## src/sv/rsc_pkg.sv

```systemverilog
// Shared types and constants for the RPN stack calculator.
`default_nettype none

package rsc_pkg;

    localparam int DATA_W      = 64;
    localparam int DEPTH_OUT_W = 8;
    localparam int DIV_CNT_W   = $clog2(DATA_W);
    localparam logic [DIV_CNT_W-1:0] DIV_LAST = DIV_CNT_W'(DATA_W - 1);

    typedef enum logic [2:0] {
        OP_PUSH  = 3'd0,
        OP_ADD   = 3'd1,
        OP_SUB   = 3'd2,
        OP_MUL   = 3'd3,
        OP_DIV   = 3'd4,
        OP_PRINT = 3'd5,
        OP_SWAP  = 3'd6,
        OP_DUP   = 3'd7
    } op_t;

    typedef enum logic [1:0] {
        STAT_OK      = 2'd0,
        STAT_UNDER   = 2'd1,
        STAT_OVER    = 2'd2,
        STAT_DIVZERO = 2'd3
    } status_t;

    typedef enum logic [3:0] {
        S_IDLE,
        S_CHECK,
        S_PUSH,
        S_SWAP_A,
        S_SWAP_B,
        S_MUL_LL,
        S_MUL_LH,
        S_MUL_HL,
        S_DIV,
        S_COMMIT,
        S_DONE
    } state_t;

    // Controller -> datapath
    typedef struct packed {
        logic rd_en;     // sample stack entry below top
        logic load_in;   // capture input beat
        logic check;     // latch status, set up operands
        logic push;      // write new top (push or dup)
        logic swap_a;    // old top to second slot
        logic swap_b;    // old second to top slot
        logic mul_ll;
        logic mul_lh;
        logic mul_hl;
        logic div_step;
        logic commit;    // write binary-op result, pop one
        logic out_load;
    } cmd_t;

    // Datapath -> controller
    typedef struct packed {
        op_t  op;
        logic err;
        logic out_free;
    } dp_stat_t;

endpackage

`default_nettype wire

```

## src/sv/rsc_ctrl.sv

```systemverilog
// Sequencer for the RPN stack calculator.
`default_nettype none

module rsc_ctrl (
    input  wire logic              aclk,
    input  wire logic              aresetn,
    input  wire logic              s_valid,
    output logic                   s_ready,
    input  wire rsc_pkg::dp_stat_t stat,
    output rsc_pkg::cmd_t          cmd
);
    import rsc_pkg::*;

    state_t                 state_reg, state_next;
    logic [DIV_CNT_W-1:0]   div_cnt_reg, div_cnt_next;

    always_ff @(posedge aclk) begin
        if (!aresetn) begin
            state_reg   <= S_IDLE;
            div_cnt_reg <= '0;
        end else begin
            state_reg   <= state_next;
            div_cnt_reg <= div_cnt_next;
        end
    end

    // next state
    always_comb begin
        state_next   = state_reg;
        div_cnt_next = div_cnt_reg;
        unique case (state_reg)
            S_IDLE: begin
                if (s_valid) state_next = S_CHECK;
            end
            S_CHECK: begin
                div_cnt_next = '0;
                if (stat.err) begin
                    state_next = S_DONE;
                end else begin
                    unique case (stat.op)
                        OP_PUSH, OP_DUP: state_next = S_PUSH;
                        OP_ADD, OP_SUB:  state_next = S_COMMIT;
                        OP_MUL:          state_next = S_MUL_LL;
                        OP_DIV:          state_next = S_DIV;
                        OP_PRINT:        state_next = S_DONE;
                        OP_SWAP:         state_next = S_SWAP_A;
                        default:         state_next = S_DONE;
                    endcase
                end
            end
            S_PUSH:   state_next = S_DONE;
            S_SWAP_A: state_next = S_SWAP_B;
            S_SWAP_B: state_next = S_DONE;
            S_MUL_LL: state_next = S_MUL_LH;
            S_MUL_LH: state_next = S_MUL_HL;
            S_MUL_HL: state_next = S_COMMIT;
            S_DIV: begin
                div_cnt_next = div_cnt_reg + DIV_CNT_W'(1);
                if (div_cnt_reg == DIV_LAST) state_next = S_COMMIT;
            end
            S_COMMIT: state_next = S_DONE;
            S_DONE: begin
                if (stat.out_free) state_next = S_IDLE;
            end
            default: state_next = S_IDLE;
        endcase
    end

    // outputs
    always_comb begin
        cmd     = '0;
        s_ready = 1'b0;
        unique case (state_reg)
            S_IDLE: begin
                s_ready     = 1'b1;
                cmd.rd_en   = 1'b1;
                cmd.load_in = s_valid;
            end
            S_CHECK:  cmd.check    = 1'b1;
            S_PUSH:   cmd.push     = 1'b1;
            S_SWAP_A: cmd.swap_a   = 1'b1;
            S_SWAP_B: cmd.swap_b   = 1'b1;
            S_MUL_LL: cmd.mul_ll   = 1'b1;
            S_MUL_LH: cmd.mul_lh   = 1'b1;
            S_MUL_HL: cmd.mul_hl   = 1'b1;
            S_DIV:    cmd.div_step = 1'b1;
            S_COMMIT: cmd.commit   = 1'b1;
            S_DONE:   cmd.out_load = stat.out_free;
            default:  cmd          = '0;
        endcase
    end

endmodule

`default_nettype wire

```

## config.mk

```make
export PLATFORM = sky130hd
export DESIGN_NAME = rsc_ctrl
export DESIGN_NICKNAME = d
export VERILOG_FILES = /design/src/sv/rsc_pkg.sv /design/src/sv/rsc_ctrl.sv
export SDC_FILE = /design/constraint.sdc
export NUM_CORES = 1
export LEC_CHECK = 0
export ABC_AREA = 1
export BUFFER_PORTS_ARGS = -buffer_cell sky130_fd_sc_hd__buf_2
export CORE_MARGIN = 2
export CORE_UTILIZATION = 54
export CTS_CLUSTER_SIZE = 24
export DETAILED_ROUTE_END_ITERATION = 8
export GPL_ROUTABILITY_DRIVEN = 1
export GPL_TIMING_DRIVEN = 0
export HOLD_SLACK_MARGIN = 0.06
export PLACE_DENSITY = 0.79
export SKIP_LAST_GASP = 1
export SYNTH_ARGS = -nofsm -noshare
export SYNTH_HDL_FRONTEND = slang
export SYNTH_SLANG_ARGS = --single-unit
```

## constraint.sdc

```tcl
create_clock -name aclk -period 3.01 [get_ports aclk]
set_clock_uncertainty 0.1 [all_clocks]
set_input_delay 0.602 -clock aclk [delete_from_list [all_inputs] [get_ports aclk]]
set_output_delay 0.602 -clock aclk [all_outputs]
set_load 0.02 [all_outputs]
```

==> flow_summary_export.csv <==
group,metric,value,unit
synthesis,synth_seq_cells,10,
job,drv_cap,0,
sta,tns,0,ps
min_path,min_path_cells,2,
worst_setup_path,crit_chain,"nor2_2 -> nand2_1 -> inv_1 -> buf_4 -> buf_2",
min_path,min_path_type,"register to register",
clocking,postCtsHoldBufs,0,
power_and_ir_drop,irDropWorstVdd,428,µV
place,place_hpwl,1340,µm
clocking,clockBufferDepth,2,
clocking,numCtsBuffers,3,
worst_setup_path,regToRegSetupSlack,1670,ps
place,numPortBuffers,20,
finish,drive_gt1_share,31.2,%
finish,nets,155,
sta,hold_violations,0,
worst_setup_path,critPathMaxStageDelay,480,ps
worst_setup_path,crit_arrival,1300,ps
drt,drtPass1Iterations,4,
clocking,cts_tree,"built",
worst_setup_path,crit_fanout,5,
floorplanning,die_h,41.2,µm
drt,detail-route-antenna-nets,0,
synthesis,yosys_warnings,0,
clocking,clk_pin_slew,60,ps
global_route,grt-ovfl-total,0,
clocking,clock_latency,260,ps
synthesis,synth.net_count,130,
global_route,first_global_vias,615,
worst_setup_path,required,2310,ps
worst_setup_path,worstSetupStartpointType,"register",
drt,drt_iter0_drc,17,
global_route,grt_pass1_wl,2370,µm
floorplanning,row_count,13,
floorplanning,start_util,57.4,%
synthesis,ys_dominant_reg_cell,"dfxtp_1",
synthesis,synth.avg_cell_area,6.33,µm²
power_and_ir_drop,power_density,734,nW/µm²
floorplanning,core,1300,µm²
finish,antenna_cells,0,
global_route,grt_max_degree,10,
place,globalplace.congestion,0.726,
sta,setup_viol,0,
sta,maxSlewHeadroom,81.6,%
worst_setup_path,critical_path_class,"register to output port",
sta,finalCriticalPeriod,2000,ps
synthesis,yosysUniqueCellTypes,21,
clocking,ctsRootBufferMaster,"clkbuf_4",
worst_setup_path,worstSetupEndpointType,"output port",
drt,remaining_drc_errors,0,
clocking,cts.sinks,10,
drt,wl_per_cell,10.0,µm
clocking,cts-resized-gates,0,
sta,worst_pin_slew,276,ps
synthesis,async_flop_share,0,%
worst_setup_path,cp_slowest_cell,"dfxtp_1",
worst_setup_path,reg2reg_to,"state_reg[3]$_SDFFE_PN0P_",
synthesis,netlist_area,747,µm²
power_and_ir_drop,power,0.000652,W
sta,rsz0062_at_grt,"no",
floorplanning,fp.dieArea,1700,µm²
worst_setup_path,r2r_start,"div_cnt_reg[0]$_SDFFE_PN0P_",
sta,fin_crit_sh,66.5,%
clocking,cts_setup_buffers,0,
drt,routed_wl,1570,µm
power_and_ir_drop,p_leak,0.479,nW
finish,area_growth,18.9,%
worst_setup_path,r2r_cells,7,
floorplanning,pin_count,21,
drt,num_vias,764,
sta,max_freq,500,MHz
sta,slew_viol_final,0,
floorplanning,die_x,41.2,µm
min_path,hold_end,"div_cnt_reg[4]$_SDFFE_PN0P_",
outcome,status,"complete, no violations",
drt,viasPerCell,4.90,
min_path,hp-start,"div_cnt_reg[4]$_SDFFE_PN0P_",
synthesis,ys_seq_area_share,26.8,%
global_route,antenna_found_initial,0,
synthesis,synth_cells,118,
synthesis,synth_edf_count,0,
finish,largest_reg_flops,6,
clocking,htreeDepth,1,
global_route,track_usage,21.3,%
[kinds of logic after synthesis]
group | count (synthesis) | share of synthesized area, %
flops | 10 | 26.8
simple gates | 62 | 39.9
fa+ha+maj | 4 | 6.70
compound gates | 19 | 13.6
buf+inv | 23 | 13.1
[cells in the mapped netlist (2+ instances only)]
library cell	instances	area, µm²
a21oi_1	8	40.0
dfxtp_1	10	200
inv_1	16	60.1
nand2_2	3	18.8
nand2_1	26	97.6
nor2_1	14	52.6
ha_1	4	50.1
inv_2	4	15.0
o21ai_1	2	10.0
nand4_1	2	12.5
nand3_1	6	30.0
nor2_2	6	37.5
o21ai_0	7	35.0
nor2_4	3	33.8
[metrics by stage]
step | instances | area, µm² | hold WS [ps] | worst slack (ps) | utilization [%]
2_1_floorplan | 118 | 747 | 346 | 1370 | -
3_3_place_gp | 153 | 866 | 361 | 1310 | 66.5
3_5_place_dp | 153 | 866 | 369 | 1290 | 66.5
4_1_cts | 156 | 888 | 378 | 1010 | 68.3
5_1_grt | 156 | 888 | 398 | 945 | 68.3
6_report | 156 | 888 | 378 | 1010 | 68.3
[cell usage in the layout (no fill, tap or decap), drive strengths merged, types with 2 or more instances in the layout]
master and n:
ha 4, nand2 29, a21oi 9, clkbuf 3, nand4 2, dfxtp 10, o21ai 9, buf 21
nand3 7, inv 21, nor2 23
[routing by layer]
metal	up-vias	track usage, %	part of all wire (%)
li1	416	-	-
met1	330	23.5	43
met2	18	40.2	52
met3	0	8.15	4.3
met4	0	0	0
met5	-	0	0
[worst max-delay path by stage]
stage	startpoint	slack [ps]	cells after the start	to
2_1_floorplan	state_reg[0]$_SDFFE_PN0P_	1370	4	cmd[11]
3_3_place_gp	state_reg[1]$_SDFFE_PN0P_	1310	5	cmd[11]
3_5_place_dp	stat[2]	1290	9	state_reg[3]$_SDFFE_PN0P_
4_1_cts	state_reg[1]$_SDFFE_PN0P_	1010	5	cmd[11]
5_1_grt	state_reg[1]$_SDFFE_PN0P_	950	5	cmd[4]
6_report	state_reg[1]$_SDFFE_PN0P_	1010	5	cmd[11]
[where the power goes]
part | switching, W | internal (W) | total (W) | leakage (nW)
logic | 0.000247 | 0.000130 | 0.000378 | 0.384
registers | 0.0000323 | 0.000154 | 0.000186 | 0.0812
clock network | 0.0000423 | 0.0000460 | 0.0000883 | 0.0138
total | 0.000322 | 0.000331 | 0.000652 | 0.479
[cell type report]
| cell class | count | area, µm² |
|---|---|---|
| Fill cell | 117 | 413 |
| Tap cell | 15 | 18.8 |
| Sequential cell | 10 | 200 |
| Timing Repair Buffer | 20 | 100 |
| Buffer | 1 | 7.51 |
| Multi-Input combinational cell | 85 | 449 |
| Clock buffer | 3 | 22.5 |
| Inverter | 22 | 90.1 |
[worst max-delay path, delay by kind of cell (launching register included)]
kind / cells / cell delay (ps)
buffers and inverters: 3 / 340
AND/OR/NAND/NOR: 2 / 230
flip-flops: 1 / 480
Power figures use the tool's default switching activity.
